**config.mk**
```make
export PLATFORM = sky130hd
export DESIGN_NAME = adc_level_calibration_averager
export DESIGN_NICKNAME = d
export VERILOG_FILES = /design/src/rtl/core/acl_pkg.sv /design/src/rtl/core/adc_level_calibration_averager.sv /design/src/rtl/core/acl_front.sv /design/src/rtl/core/acl_div.sv /design/src/rtl/core/acl_back.sv
export SDC_FILE = /design/constraint.sdc
export NUM_CORES = 1
export LEC_CHECK = 0
export ABC_CLOCK_PERIOD_IN_PS = 6150
export BUFFER_PORTS_ARGS = -buffer_cell sky130_fd_sc_hd__buf_2
export CELL_PAD_IN_SITES_DETAIL_PLACEMENT = 1
export CELL_PAD_IN_SITES_GLOBAL_PLACEMENT = 1
export CORE_UTILIZATION = 40
export CTS_CLUSTER_SIZE = 8
export DETAILED_ROUTE_END_ITERATION = 8
export PLACE_DENSITY_LB_ADDON = 0.2
export REMOVE_ABC_BUFFERS = 1
export SYNTH_ARGS = -nofsm -noshare
export SYNTH_HDL_FRONTEND = slang
export SYNTH_HIERARCHICAL = 1
export SYNTH_SLANG_ARGS = --single-unit
export TNS_END_PERCENT = 5
```
**constraint.sdc**
```tcl
create_clock -name aclk -period 6.15 [get_ports aclk]
set_clock_uncertainty 0.05 [all_clocks]
set_input_delay 0.9225 -clock aclk [delete_from_list [all_inputs] [get_ports aclk]]
set_output_delay 0.9225 -clock aclk [all_outputs]
set_load 0.03 [all_outputs]
```
**src/rtl/core/acl_pkg.sv**
```systemverilog
// ----------------------------------------------------------------------------
// ADC level calibration averager: shared package
// Types, codes and constants used by the front, the back, the divider and the
// top level of the calibration averager.
// ----------------------------------------------------------------------------
package acl_pkg;

    // Shared restoring divider: numerator and denominator widths.
    localparam int DIV_N_W   = 26;
    localparam int DIV_D_W   = 32;
    localparam int DIV_CNT_W = $clog2(DIV_N_W);

    localparam logic [5:0]  MAX_LEVELS        = 6'd32;
    localparam logic [5:0]  LEVEL_LAST        = 6'd63;
    localparam logic [17:0] RATE_SAT          = 18'd255000;
    localparam logic [17:0] MS_PER_S          = 18'd1000;
    localparam logic [21:0] NOISE_TOTAL_MAX   = 22'h3FFFFF;
    localparam logic [23:0] RATE_TOTAL_MAX    = 24'hFFFFFF;
    localparam logic [15:0] SAMPLE_MIN_RESET  = 16'hFFFF;
    localparam logic [31:0] ELAPSED_MAX       = 32'hFFFF_FFFF;

    localparam logic [5:0]  STEP_COUNT_RESET  = 6'd8;
    localparam logic [7:0]  SAMPLES_RESET     = 8'd64;

    // Register index as seen on paddr[2].
    localparam logic REG_STEP_COUNT       = 1'b0;
    localparam logic REG_SAMPLES_PER_STEP = 1'b1;

    typedef enum logic [1:0] {
        OP_BEGIN  = 2'd0,
        OP_STEP   = 2'd1,
        OP_SAMPLE = 2'd2,
        OP_TICK   = 2'd3
    } acl_op_t;

    typedef enum logic [2:0] {
        CMD_BEGIN  = 3'd0,
        CMD_STEP   = 3'd1,
        CMD_SAMPLE = 3'd2,
        CMD_TICK   = 3'd3,
        CMD_NOP    = 3'd4
    } acl_cmd_kind_t;

    typedef struct packed {
        acl_cmd_kind_t kind;
        logic [15:0]   sample;
    } acl_cmd_t;

    typedef enum logic [1:0] {
        KIND_ACK    = 2'd0,
        KIND_CLOSE  = 2'd1,
        KIND_FINISH = 2'd2
    } acl_kind_t;

    typedef enum logic [1:0] {
        STATUS_OK          = 2'd0,
        STATUS_NOT_MARKING = 2'd1,
        STATUS_SAMPLING    = 2'd2
    } acl_status_t;

    typedef struct packed {
        acl_kind_t   kind;
        acl_status_t status;
        logic [5:0]  level_index;
        logic [15:0] level_mean;
        logic [15:0] noise;
        logic [17:0] rate_hz;
        logic        marking_flag;
        logic        sampling_flag;
        logic        completed_flag;
    } acl_result_t;

    typedef struct packed {
        logic [5:0] step_count;
        logic [7:0] samples_per_step;
    } acl_cfg_t;

    typedef struct packed {
        logic               start;
        logic [DIV_N_W-1:0] num;
        logic [DIV_D_W-1:0] den;
    } acl_div_req_t;

    typedef struct packed {
        logic               done;
        logic [DIV_N_W-1:0] quot;
    } acl_div_rsp_t;

endpackage

```
**src/rtl/core/adc_level_calibration_averager.sv**
```systemverilog
// ----------------------------------------------------------------------------
// ADC level calibration averager
// Front queue, command execution with a shared divider, and the APB
// configuration registers.
// ----------------------------------------------------------------------------
// Every input transaction yields exactly one result transaction. A begin,
// step command, millisecond tick or ordinary sample is registered in the
// front queue and then in the output register; one can be taken every cycle
// the result side keeps up and the back is not dividing. A sample that closes
// a level, and a step command that finishes a run, occupy the back for up to
// two passes through the shared one-bit-per-cycle divider (mean and rate, or
// averaged noise and averaged rate); the rate pass of a close is skipped when
// no time has elapsed. Up to two transactions queue in front of the back while
// it divides. The user must write step_count (address 0) and samples_per_step
// (address 4) only while the block is idle; the block does not enforce this.
module adc_level_calibration_averager
    import acl_pkg::*;
(
    input  logic        aclk,
    input  logic        aresetn,
    // Input stream
    input  logic        s_tvalid,
    output logic        s_tready,
    input  logic [15:0] s_tdata,   // [15:0] sample
    input  logic [1:0]  s_tuser,   // [1:0] op
    // Result stream
    output logic        m_tvalid,
    input  logic        m_tready,
    // [1:0] status, [7:2] level_index, [23:8] level_mean, [39:24] noise,
    // [57:40] rate_hz, [58] marking_flag, [59] sampling_flag,
    // [60] completed_flag, [63:61] zero
    output logic [63:0] m_tdata,
    output logic [1:0]  m_tuser,   // [1:0] kind
    // Configuration
    input  logic        psel,
    input  logic        penable,
    input  logic        pwrite,
    input  logic [2:0]  paddr,
    input  logic [31:0] pwdata,
    output logic [31:0] prdata,
    output logic        pready
);

    logic         [5:0] step_count_reg;
    logic         [7:0] samples_reg;
    logic               cfg_write;
    acl_cfg_t           cfg;
    logic               q_valid;
    acl_cmd_t           q_cmd;
    logic               q_pop;
    acl_div_req_t       div_req;
    acl_div_rsp_t       div_rsp;
    logic               res_valid;
    acl_result_t        res;

    assign pready    = 1'b1;
    assign cfg_write = psel && penable && pwrite && pready;

    always_ff @(posedge aclk) begin
        if (!aresetn) begin
            step_count_reg <= STEP_COUNT_RESET;
            samples_reg    <= SAMPLES_RESET;
        end else if (cfg_write) begin
            if (paddr[2] == REG_STEP_COUNT) begin
                step_count_reg <= pwdata[5:0];
            end else begin
                samples_reg <= pwdata[7:0];
            end
        end
    end

    assign prdata = (paddr[2] == REG_SAMPLES_PER_STEP) ? 32'(samples_reg)
                                                       : 32'(step_count_reg);

    assign cfg.step_count       = step_count_reg;
    assign cfg.samples_per_step = samples_reg;

    acl_front u_front (
        .aclk     (aclk),
        .aresetn  (aresetn),
        .s_tvalid (s_tvalid),
        .s_tready (s_tready),
        .s_tdata  (s_tdata),
        .s_tuser  (s_tuser),
        .q_valid  (q_valid),
        .q_cmd    (q_cmd),
        .q_pop    (q_pop)
    );

    acl_div u_div (
        .aclk    (aclk),
        .aresetn (aresetn),
        .req     (div_req),
        .rsp     (div_rsp)
    );

    acl_back u_back (
        .aclk      (aclk),
        .aresetn   (aresetn),
        .cfg       (cfg),
        .q_valid   (q_valid),
        .q_cmd     (q_cmd),
        .q_pop     (q_pop),
        .div_req   (div_req),
        .div_rsp   (div_rsp),
        .res_valid (res_valid),
        .res       (res),
        .res_ready (m_tready)
    );

    assign m_tvalid = res_valid;
    assign m_tuser  = res.kind;
    assign m_tdata  = {3'b000, res.completed_flag, res.sampling_flag, res.marking_flag,
                       res.rate_hz, res.noise, res.level_mean, res.level_index,
                       res.status};

endmodule

```
**src/rtl/core/acl_front.sv**
```systemverilog
// ----------------------------------------------------------------------------
// ADC level calibration averager: front
// Accepts input transactions, classifies them into commands and holds them in
// a two-entry queue for the back.
// ----------------------------------------------------------------------------
module acl_front
    import acl_pkg::*;
(
    input  logic        aclk,
    input  logic        aresetn,
    input  logic        s_tvalid,
    output logic        s_tready,
    input  logic [15:0] s_tdata,   // [15:0] sample
    input  logic [1:0]  s_tuser,   // [1:0] op
    output logic        q_valid,
    output acl_cmd_t    q_cmd,
    input  logic        q_pop
);

    acl_cmd_t   slot_reg [2];
    logic       wr_ptr_reg, wr_ptr_next;
    logic       rd_ptr_reg, rd_ptr_next;
    logic [1:0] fill_reg, fill_next;
    acl_cmd_t   cmd_in;
    logic       push;
    logic       pop;

    always_comb begin
        cmd_in.sample = s_tdata;
        case (acl_op_t'(s_tuser))
            OP_BEGIN:  cmd_in.kind = CMD_BEGIN;
            OP_STEP:   cmd_in.kind = CMD_STEP;
            // A zero reading never changes state, so it is only acknowledged.
            OP_SAMPLE: cmd_in.kind = (s_tdata != 16'd0) ? CMD_SAMPLE : CMD_NOP;
            OP_TICK:   cmd_in.kind = CMD_TICK;
            default:   cmd_in.kind = CMD_NOP;
        endcase
    end

    assign s_tready = (fill_reg != 2'd2);
    assign q_valid  = (fill_reg != 2'd0);
    assign q_cmd    = slot_reg[rd_ptr_reg];
    assign push     = s_tvalid && s_tready;
    assign pop      = q_pop && q_valid;

    always_comb begin
        wr_ptr_next = push ? ~wr_ptr_reg : wr_ptr_reg;
        rd_ptr_next = pop ? ~rd_ptr_reg : rd_ptr_reg;
        fill_next   = fill_reg + 2'(push) - 2'(pop);
    end

    always_ff @(posedge aclk) begin
        if (!aresetn) begin
            wr_ptr_reg <= 1'b0;
            rd_ptr_reg <= 1'b0;
            fill_reg   <= 2'd0;
        end else begin
            wr_ptr_reg <= wr_ptr_next;
            rd_ptr_reg <= rd_ptr_next;
            fill_reg   <= fill_next;
        end
    end

    always_ff @(posedge aclk) begin
        if (push) begin
            slot_reg[wr_ptr_reg] <= cmd_in;
        end
    end

endmodule

```
**src/rtl/core/acl_div.sv**
```systemverilog
// ----------------------------------------------------------------------------
// ADC level calibration averager: divider
// Restoring divider that produces one quotient bit per cycle. A start request
// loads the operands; done pulses once the quotient is complete.
// ----------------------------------------------------------------------------
module acl_div
    import acl_pkg::*;
(
    input  logic         aclk,
    input  logic         aresetn,
    input  acl_div_req_t req,
    output acl_div_rsp_t rsp
);

    logic                 busy_reg, busy_next;
    logic                 done_reg, done_next;
    logic [DIV_CNT_W-1:0] cnt_reg, cnt_next;
    logic [DIV_N_W-1:0]   quot_reg, quot_next;
    logic [DIV_D_W-1:0]   rem_reg, rem_next;
    logic [DIV_D_W-1:0]   den_reg, den_next;
    logic [DIV_D_W:0]     shifted;
    logic                 fits;

    assign shifted = {rem_reg, quot_reg[DIV_N_W-1]};
    assign fits    = (shifted >= {1'b0, den_reg});

    always_comb begin
        busy_next = busy_reg;
        done_next = 1'b0;
        cnt_next  = cnt_reg;
        quot_next = quot_reg;
        rem_next  = rem_reg;
        den_next  = den_reg;
        if (req.start) begin
            busy_next = 1'b1;
            cnt_next  = DIV_CNT_W'(DIV_N_W - 1);
            quot_next = req.num;
            rem_next  = '0;
            den_next  = req.den;
        end else if (busy_reg) begin
            rem_next  = fits ? DIV_D_W'(shifted - {1'b0, den_reg}) : shifted[DIV_D_W-1:0];
            quot_next = {quot_reg[DIV_N_W-2:0], fits};
            if (cnt_reg == '0) begin
                busy_next = 1'b0;
                done_next = 1'b1;
            end else begin
                cnt_next = cnt_reg - 1'b1;
            end
        end
    end

    always_ff @(posedge aclk) begin
        if (!aresetn) begin
            busy_reg <= 1'b0;
            done_reg <= 1'b0;
        end else begin
            busy_reg <= busy_next;
            done_reg <= done_next;
        end
    end

    always_ff @(posedge aclk) begin
        cnt_reg  <= cnt_next;
        quot_reg <= quot_next;
        rem_reg  <= rem_next;
        den_reg  <= den_next;
    end

    assign rsp.done = done_reg;
    assign rsp.quot = quot_reg;

endmodule

```
**src/rtl/core/acl_back.sv**
```systemverilog
// ----------------------------------------------------------------------------
// ADC level calibration averager: back
// Executes queued commands against the calibration state, runs the divisions
// of a step close or a run finish on the shared divider and holds the result
// in the output register.
// ----------------------------------------------------------------------------
module acl_back
    import acl_pkg::*;
(
    input  logic         aclk,
    input  logic         aresetn,
    input  acl_cfg_t     cfg,
    input  logic         q_valid,
    input  acl_cmd_t     q_cmd,
    output logic         q_pop,
    output acl_div_req_t div_req,
    input  acl_div_rsp_t div_rsp,
    output logic         res_valid,
    output acl_result_t  res,
    input  logic         res_ready
);

    typedef enum logic [3:0] {
        ST_IDLE  = 4'b0001,
        ST_DIV_A = 4'b0010,
        ST_DIV_B = 4'b0100,
        ST_DONE  = 4'b1000
    } acl_back_state_t;

    acl_back_state_t state_reg, state_next;

    logic        marking_reg, marking_next;
    logic        sampling_reg, sampling_next;
    logic        completed_reg, completed_next;
    logic [5:0]  level_reg, level_next;
    logic [23:0] sum_reg, sum_next;
    logic [7:0]  count_reg, count_next;
    logic [15:0] min_reg, min_next;
    logic [15:0] max_reg, max_next;
    logic [31:0] elapsed_reg, elapsed_next;
    logic [21:0] noise_total_reg, noise_total_next;
    logic [23:0] rate_total_reg, rate_total_next;
    logic        finish_reg, finish_next;
    logic [15:0] qa_reg, qa_next;
    logic [17:0] qb_reg, qb_next;
    logic        out_valid_reg, out_valid_next;
    acl_result_t out_reg, out_next;

    logic        out_free;
    logic        take;
    logic        load_ack;
    acl_status_t ack_status;
    logic [5:0]  levels_eff;
    logic [15:0] step_noise;
    logic [17:0] rate_num;
    logic [22:0] noise_sum;
    logic [24:0] rate_sum;

    assign out_free   = !out_valid_reg || res_ready;
    assign take       = (state_reg == ST_IDLE) && q_valid && out_free;
    assign q_pop      = take;
    assign levels_eff = (cfg.step_count < MAX_LEVELS) ? cfg.step_count : MAX_LEVELS;
    assign step_noise = (count_reg != 8'd0 && max_reg >= min_reg) ? max_reg - min_reg : 16'd0;
    assign rate_num   = 18'(count_reg) * MS_PER_S;
    assign noise_sum  = {1'b0, noise_total_reg} + 23'(step_noise);
    assign rate_sum   = {1'b0, rate_total_reg} + 25'(qb_reg);

    always_comb begin
        state_next       = state_reg;
        marking_next     = marking_reg;
        sampling_next    = sampling_reg;
        completed_next   = completed_reg;
        level_next       = level_reg;
        sum_next         = sum_reg;
        count_next       = count_reg;
        min_next         = min_reg;
        max_next         = max_reg;
        elapsed_next     = elapsed_reg;
        noise_total_next = noise_total_reg;
        rate_total_next  = rate_total_reg;
        finish_next      = finish_reg;
        qa_next          = qa_reg;
        qb_next          = qb_reg;
        out_valid_next   = out_valid_reg && !res_ready;
        out_next         = out_reg;
        div_req.start    = 1'b0;
        div_req.num      = '0;
        div_req.den      = '0;
        load_ack         = 1'b0;
        ack_status       = STATUS_OK;

        case (state_reg)
            ST_IDLE: begin
                if (take) begin
                    case (q_cmd.kind)
                        CMD_BEGIN: begin
                            marking_next     = 1'b1;
                            sampling_next    = 1'b0;
                            completed_next   = 1'b0;
                            level_next       = '0;
                            sum_next         = '0;
                            count_next       = '0;
                            min_next         = SAMPLE_MIN_RESET;
                            max_next         = '0;
                            elapsed_next     = '0;
                            noise_total_next = '0;
                            rate_total_next  = '0;
                            load_ack         = 1'b1;
                        end
                        CMD_STEP: begin
                            if (!marking_reg) begin
                                ack_status = STATUS_NOT_MARKING;
                                load_ack   = 1'b1;
                            end else if (sampling_reg) begin
                                ack_status = STATUS_SAMPLING;
                                load_ack   = 1'b1;
                            end else if (level_reg >= levels_eff) begin
                                // All levels are marked: average the run totals.
                                finish_next = 1'b1;
                                if (levels_eff != 6'd0) begin
                                    div_req.start = 1'b1;
                                    div_req.num   = DIV_N_W'(noise_total_reg);
                                    div_req.den   = DIV_D_W'(levels_eff);
                                    state_next    = ST_DIV_A;
                                end else begin
                                    qa_next    = '0;
                                    qb_next    = '0;
                                    state_next = ST_DONE;
                                end
                            end else begin
                                sum_next      = '0;
                                count_next    = '0;
                                min_next      = SAMPLE_MIN_RESET;
                                max_next      = '0;
                                elapsed_next  = '0;
                                sampling_next = 1'b1;
                                load_ack      = 1'b1;
                            end
                        end
                        CMD_SAMPLE: begin
                            if (!sampling_reg) begin
                                load_ack = 1'b1;
                            end else if (count_reg >= cfg.samples_per_step) begin
                                // This reading closes the level; it is not counted.
                                finish_next = 1'b0;
                                if (count_reg != 8'd0) begin
                                    div_req.start = 1'b1;
                                    div_req.num   = DIV_N_W'({sum_reg, 1'b0})
                                                  + DIV_N_W'(count_reg);
                                    div_req.den   = DIV_D_W'({count_reg, 1'b0});
                                    state_next    = ST_DIV_A;
                                end else begin
                                    qa_next    = '0;
                                    qb_next    = '0;
                                    state_next = ST_DONE;
                                end
                            end else begin
                                sum_next   = sum_reg + 24'(q_cmd.sample);
                                count_next = count_reg + 8'd1;
                                if (q_cmd.sample < min_reg) begin
                                    min_next = q_cmd.sample;
                                end
                                if (q_cmd.sample > max_reg) begin
                                    max_next = q_cmd.sample;
                                end
                                load_ack = 1'b1;
                            end
                        end
                        CMD_TICK: begin
                            if (elapsed_reg != ELAPSED_MAX) begin
                                elapsed_next = elapsed_reg + 32'd1;
                            end
                            load_ack = 1'b1;
                        end
                        default: begin
                            load_ack = 1'b1;
                        end
                    endcase
                end
            end
            ST_DIV_A: begin
                if (div_rsp.done) begin
                    qa_next = div_rsp.quot[15:0];
                    if (finish_reg) begin
                        div_req.start = 1'b1;
                        div_req.num   = DIV_N_W'(rate_total_reg);
                        div_req.den   = DIV_D_W'(levels_eff);
                        state_next    = ST_DIV_B;
                    end else if (elapsed_reg == 32'd0) begin
                        qb_next    = RATE_SAT;
                        state_next = ST_DONE;
                    end else begin
                        div_req.start = 1'b1;
                        div_req.num   = DIV_N_W'(rate_num);
                        div_req.den   = elapsed_reg;
                        state_next    = ST_DIV_B;
                    end
                end
            end
            ST_DIV_B: begin
                if (div_rsp.done) begin
                    qb_next    = div_rsp.quot[17:0];
                    state_next = ST_DONE;
                end
            end
            ST_DONE: begin
                if (out_free) begin
                    out_valid_next    = 1'b1;
                    out_next.status   = STATUS_OK;
                    out_next.level_index = level_reg;
                    out_next.rate_hz  = qb_reg;
                    if (finish_reg) begin
                        out_next.kind       = KIND_FINISH;
                        out_next.level_mean = '0;
                        out_next.noise      = qa_reg;
                        noise_total_next    = '0;
                        rate_total_next     = '0;
                        completed_next      = 1'b1;
                        sampling_next       = 1'b0;
                        marking_next        = 1'b0;
                    end else begin
                        out_next.kind       = KIND_CLOSE;
                        out_next.level_mean = qa_reg;
                        out_next.noise      = step_noise;
                        sampling_next       = 1'b0;
                        rate_total_next     = (rate_sum > 25'(RATE_TOTAL_MAX))
                                            ? RATE_TOTAL_MAX : rate_sum[23:0];
                        noise_total_next    = (noise_sum > 23'(NOISE_TOTAL_MAX))
                                            ? NOISE_TOTAL_MAX : noise_sum[21:0];
                        if (level_reg < LEVEL_LAST) begin
                            level_next = level_reg + 6'd1;
                        end
                    end
                    out_next.marking_flag   = marking_next;
                    out_next.sampling_flag  = sampling_next;
                    out_next.completed_flag = completed_next;
                    state_next = ST_IDLE;
                end
            end
            default: begin
                state_next = ST_IDLE;
            end
        endcase

        if (load_ack) begin
            out_valid_next          = 1'b1;
            out_next.kind           = KIND_ACK;
            out_next.status         = ack_status;
            out_next.level_index    = level_next;
            out_next.level_mean     = '0;
            out_next.noise          = '0;
            out_next.rate_hz        = '0;
            out_next.marking_flag   = marking_next;
            out_next.sampling_flag  = sampling_next;
            out_next.completed_flag = completed_next;
        end
    end

    always_ff @(posedge aclk) begin
        if (!aresetn) begin
            state_reg       <= ST_IDLE;
            marking_reg     <= 1'b0;
            sampling_reg    <= 1'b0;
            completed_reg   <= 1'b0;
            level_reg       <= '0;
            sum_reg         <= '0;
            count_reg       <= '0;
            min_reg         <= SAMPLE_MIN_RESET;
            max_reg         <= '0;
            elapsed_reg     <= '0;
            noise_total_reg <= '0;
            rate_total_reg  <= '0;
            out_valid_reg   <= 1'b0;
        end else begin
            state_reg       <= state_next;
            marking_reg     <= marking_next;
            sampling_reg    <= sampling_next;
            completed_reg   <= completed_next;
            level_reg       <= level_next;
            sum_reg         <= sum_next;
            count_reg       <= count_next;
            min_reg         <= min_next;
            max_reg         <= max_next;
            elapsed_reg     <= elapsed_next;
            noise_total_reg <= noise_total_next;
            rate_total_reg  <= rate_total_next;
            out_valid_reg   <= out_valid_next;
        end
    end

    always_ff @(posedge aclk) begin
        finish_reg <= finish_next;
        qa_reg     <= qa_next;
        qb_reg     <= qb_next;
        out_reg    <= out_next;
    end

    assign res_valid = out_valid_reg;
    assign res       = out_reg;

endmodule

```
**Word-level counts from Yosys, hierarchy flattened**

Memory sizes are Yosys's and may differ from the RTL's. A register that Yosys moved wholly into a read port is not among the register bits.
Cells that the tools add are included.

- Memories: 1
- Bits of input ports: 60
- Bits in latches: 0
- Bits in writable memories: 38
- Logic and storage cells: 306
- Flip-flop bits (word level): 369
- Output and inout port bits: 101
- Memory bits (read-only): 0

- Bitwise gates (word level): 6
- Shifts and indexed selects: 0
- Reduce and logical (&&, ||, !) cells: 43
- Add/subtract/negate cells: 12
- Mux-type cells: 160
- Magnitude comparators: 10
- Div/mod/pow operators: 0
- Equal/unequal tests: 37
- Multipliers: 1

Memories:

| name | words | width | read ports | clocked after Yosys merged registers in | wr ports | RTL line | RTL |
|---|---|---|---|---|---|---|---|
| u_front.slot_reg | 2 | 19 | 1 | 1 | 1 | acl_front.sv:20 | `acl_cmd_t slot_reg [2];` |

Operators with widths:

| operator | number |
|---|---|
| 2-to-1 mux 59 bit | 11 |
| 2-to-1 mux 16 bit | 22 |
| 2-to-1 mux 24 bit | 10 |
| case mux 59 bit (2 select lines) | 2 |
| 2-to-1 mux 18 bit | 12 |
| 2-to-1 mux 32 bit | 6 |
| 2-to-1 mux 61 bit | 3 |
| 2-to-1 mux 22 bit | 5 |
| case mux 16 bit (3 select lines) | 2 |
| case mux 32 bit (3 select lines) | 1 |
| case mux 24 bit (3 select lines) | 1 |
| case mux 16 bit (2 select lines) | 2 |
| case mux 18 bit (3 select lines) | 1 |
| 2-to-1 mux 26 bit | 2 |
| 2-to-1 mux 4 bit | 13 |
| 2-to-1 mux 8 bit | 6 |
| case mux 24 bit (2 select lines) | 1 |
| case mux 22 bit (2 select lines) | 1 |
| 2-to-1 mux 6 bit | 6 |
| case mux 18 bit (2 select lines) | 1 |
| 2-to-1 mux 1 bit | 34 |
| greater-or-equal comparator 33 x 32 -> 1 bit | 1 |
| adder 32 x 1 -> 32 bit, second input constant | 1 |
| zero test 32 bit | 1 |
| other kinds (62) | 124 |

**Longest topological paths before layout**

- Word-level depth: 11
- Mapped depth: 24
- Gate-level depth less buffers: 21

**Cells and area by module**

Netlist, hierarchy kept.

Modules (own cells, without submodules):

| module | instances | sequential area each (um^2) | cells each | area each (um^2) |
|---|---|---|---|---|
| acl_back | 1 | 5545.3 | 2055 | 17281.6 |
| acl_div | 1 | 2522.4 | 550 | 5599.1 |
| acl_front | 1 | 1241.2 | 94 | 1665.3 |
| adc_level_calibration_averager | 1 | 280.3 | 95 | 892.1 |

**Worst setup path after synthesis**

OpenSTA, ideal clock, no wires.

- Path kind: register to register
- From: register step_count_reg[5]
- To: register u_div.quot_reg[0] (enable)
- Required time: 5719 ps
- Slack: -71 ps
- Data arrival time: 5790 ps
- Path buffers: 3
- Stages on the path, launching flop included: 16
- Setup time: 381 ps
- Period minus slack after synthesis: 6221 ps
- Cells stage by stage: dfxtp_1 -> clkbuf_1 -> nor2b_1 -> inv_1 -> ha_1 -> nand2_1 -> o21ai_0 -> a211o_1 -> nor3b_2 -> and2_1 -> clkbuf_1 -> nor2_1 -> o21ai_0 -> clkbuf_1 -> nor2_1 -> inv_1

RTL lines:

| what | RTL line | RTL |
|---|---|---|
| from (decl) | adc_level_calibration_averager.sv:44 | `logic [5:0] step_count_reg;` |
| from (signal assigned) | adc_level_calibration_averager.sv:65 | `step_count_reg <= pwdata[5:0];` |
| to (signal assigned) | acl_div.sv:64 | `quot_reg <= quot_next;` |
| to (decl) | acl_div.sv:18 | `logic [DIV_N_W-1:0] quot_reg, quot_next;` |

==> flow_summary.toml <==
[run_status]
outcome = "complete, no violations"

[power_and_ir_drop]
switchingPower_mw = 2.488
internal-power_mw = 5.211
seqPwrFrac_pct = 39.4
p_leak_nw = 11.90
vdd_ir_drop_max_v = 0.0002494
total_power_mw = 7.699
comb_power_share_pct = 21.9
swShare_pct = 32.32
clockPowerShare_pct = 38.7
power_density_mw_per_mm2 = 272.6

[grt]
grtUsageTotal_pct = 24.58
grt_max_degree = 90
antenna_found_initial = 0
grt_pass1_wl_mm = 124.4
overflow = 0
grt_pass1_vias = 21920

[synthesis]
netlist.area_leader.share_pct = 20.93
yosys_warnings = 6
synth_xor_area_share_pct = 4.855
synth.area.mux_share_pct = 3.084
synth_top_family_by_area = "compound AO/OA/AOI/OAI gates"
synth_area_per_cell_um2 = 9.105
ys_top_cells_by_area = "dfxtp_1, edfxtp_1, ha_1"
synth.cell_area_mm2 = 0.02544
synthCells = 2794
synthTopCellsByCount = "nand2_1, dfxtp_1, nor2_1"
yosysMostFrequentCell = "nand2_1"
synth-simple-area-share_pct = 18.16
synth-seq-area-share_pct = 37.70
async_flop_share_pct = 0
synth-compound-area-share_pct = 18.85
ys_ff_latch = 408
synth_edf_count = 142
synth_cell_types = 110
synthAdderAreaFrac_pct = 11.84
yosys.area.top_type = "dfxtp_1"
synthFlopType = "dfxtp_1"

[sta]
fin_crit_sh_pct = 84.64
max_slew_margin_pct = 11.90
hold_viol = 0
timing.fmax_mhz = 192.1
drv_slew = 0
setup_violations = 0
tightest_slew_ns = 1.317
rsz0062_at_grt = "no"
period_needed_ns = 5.206

[finish]
multi_input_area_mm2 = 0.01461
drive_gt1_share_pct = 11.07
largest_register_ffs = 63
fillers = 7250
num_antenna_cells = 0
seqCellArea_mm2 = 0.009590
area_growth_pct = 11.03
nNetsFinal = 3145
design_area_mm2 = 0.02824

[clocking]
cts_tree = "built"
cts_hold_buf = 0
cts_buffers = 57
worstSkewPairLatency_ns = 0.62
post_cts_resized = 0
cts_buffer_depth = 3
clk_pin_slew_worst_paths_ns = 0.06
cts_max_level = 2
cts.sinks = 408
cts_root_buffer = "clkbuf_16"
cts_setup_buffers = 0

[detailed_routing]
vias_per_cell = 5.686
avgRoutedWirePerCell_um = 21.35
drt-initial-drc-count = 1257
vias = 21300
dr.pass1.iters = 5
routed_wl_mm = 79.98
drc = 0
ant_nets = 0

[floorplanning]
io_pins = 161
die_h_um = 254.2
initial_core_util_pct = 40.40
num_rows = 92
coreArea_mm2 = 0.06297
fp.dieArea_mm2 = 0.06461
die_width_um = 254.2

[job]
cap_violations = 0

[critical_path]
cp_slowest_cell = "dfxtp_1"
crit_path_max_incr_delay_ns = 0.69
critPathArrivalTime_ns = 5.53
crit_chain = "inv_1, ha_1, ha_1, inv_1, fa_1, fa_1, inv_1, ha_1, nor2b_1, o21ai_0, a21boi_0, o21ai_0, a21oi_1, xor2_1, a222oi_1, o21ai_0, mux2_2"
critPathRequiredTime_ns = 6.47
start_kind = "register"
crit_fanout = 9
end_kind = "register"
criticalPathCategory = "reg2reg"

[place]
place.gp.congestion = 0.8751
post-dp-hpwl_mm = 58.58
portBuffers = 106
post_dp_cell_area_mm2 = 0.02660

[worst_hold_path]
hp-class = "reg2reg"
## per-layer routing
layer,GRT usage (%),routed length [µm],vias up
li1,-,-,10130
met1,32.98,37270,10620
met3,3.266,3232,115
met5,0,0,-
met2,41.02,37290,437
met4,7.453,2186,0
## critical path, delay by kind of cell (launching register included)
kind | cells | cell delay (ns)
AOI/OAI and AO/OA | 6 | 1.24
xor gates and xnor gates | 1 | 0.18
adders and majority gates | 5 | 2.05
buffers and inverters | 3 | 0.30
DFF | 1 | 0.69
muxes | 1 | 0.29
and+or+nand+nor | 1 | 0.16
## cell usage in the layout, fill, tap and decap left out, types with 28 or more instances in the layout
master / netlist / final
nand2_1: 277 / 276
dfxtp_1: 266 / 265
nor2_1: 219 / 218
ha_1: 196 / 196
a21oi_1: 180 / 180
inv_1: 154 / 154
o21ai_0: 147 / 145
edfxtp_1: 142 / 142
buf_2: 25 / 106
xnor2_1: 83 / 83
and2_1: 70 / 70
nand3_1: 66 / 66
a22oi_1: 60 / 60
a21o_1: 59 / 59
clkbuf_16: 0 / 58
xor2_1: 58 / 58
mux2_2: 51 / 51
nor3_1: 48 / 45
clkbuf_1: 76 / 37
nor2b_1: 36 / 36
nand4_1: 36 / 36
conb_1: 2 / 28
fa_1: 28 / 28
## layout make-up
type	count	share of cell area, %
multi-input cells	2105	51.71
flip-flops and latches	408	33.95
clock buffers	96	5.679
well taps	846	3.748
repair buffers	134	2.711
inverters	155	2.064
clock inverters	2	0.1285
## cell families after synthesis
kind of cell,after synthesis
other,2
buffers and inverters,307
DFF,408
muxes,72
adders and majority gates,224
and+or+nand+nor,921
AOI/OAI and AO/OA,719
xor gates and xnor gates,141
## power by group through the flow
stage                     clock network, mW  logic (mW)  registers (mW)
after floorplan                           0       0.995            3.15
after global placement                    0        1.63            3.08
after detailed placement                  0        1.68            3.08
after CTS                              3.05        1.69            3.03
after global routing                   3.16        1.83            3.04
final                                  2.98        1.69            3.03
## metrics by stage
step	util [%]	std cells	setup TNS (ns)	hold slack, ns	setup slack [ns]
after global routing	44.86	3746	0	0.4269	0.6019
after detailed placement	42.25	3648	0	0.3944	1.005
final	44.86	3746	0	0.4001	0.9444
after floorplan	-	2668	-490.24	0.3772	-5.415
after global placement	42.25	3648	0	0.3858	1.062
after CTS	44.86	3746	0	0.4017	0.9932
## worst paths after layout
| kind | endpoint | from | cells after the start | slack (ns) |
|---|---|---|---|---|
| max | u_div/quot_reg[14] | u_back/count_reg[0] | 17 | 0.94 |
| min | u_back/res[11] | u_back/res[11] | 2 | 0.40 |
| max reg2reg | u_div/quot_reg[14] | u_back/count_reg[0] | 17 | 0.94 |
| min reg2reg | u_back/res[11] | u_back/res[11] | 2 | 0.40 |
Note: power is estimated with default switching activity, not from simulation.
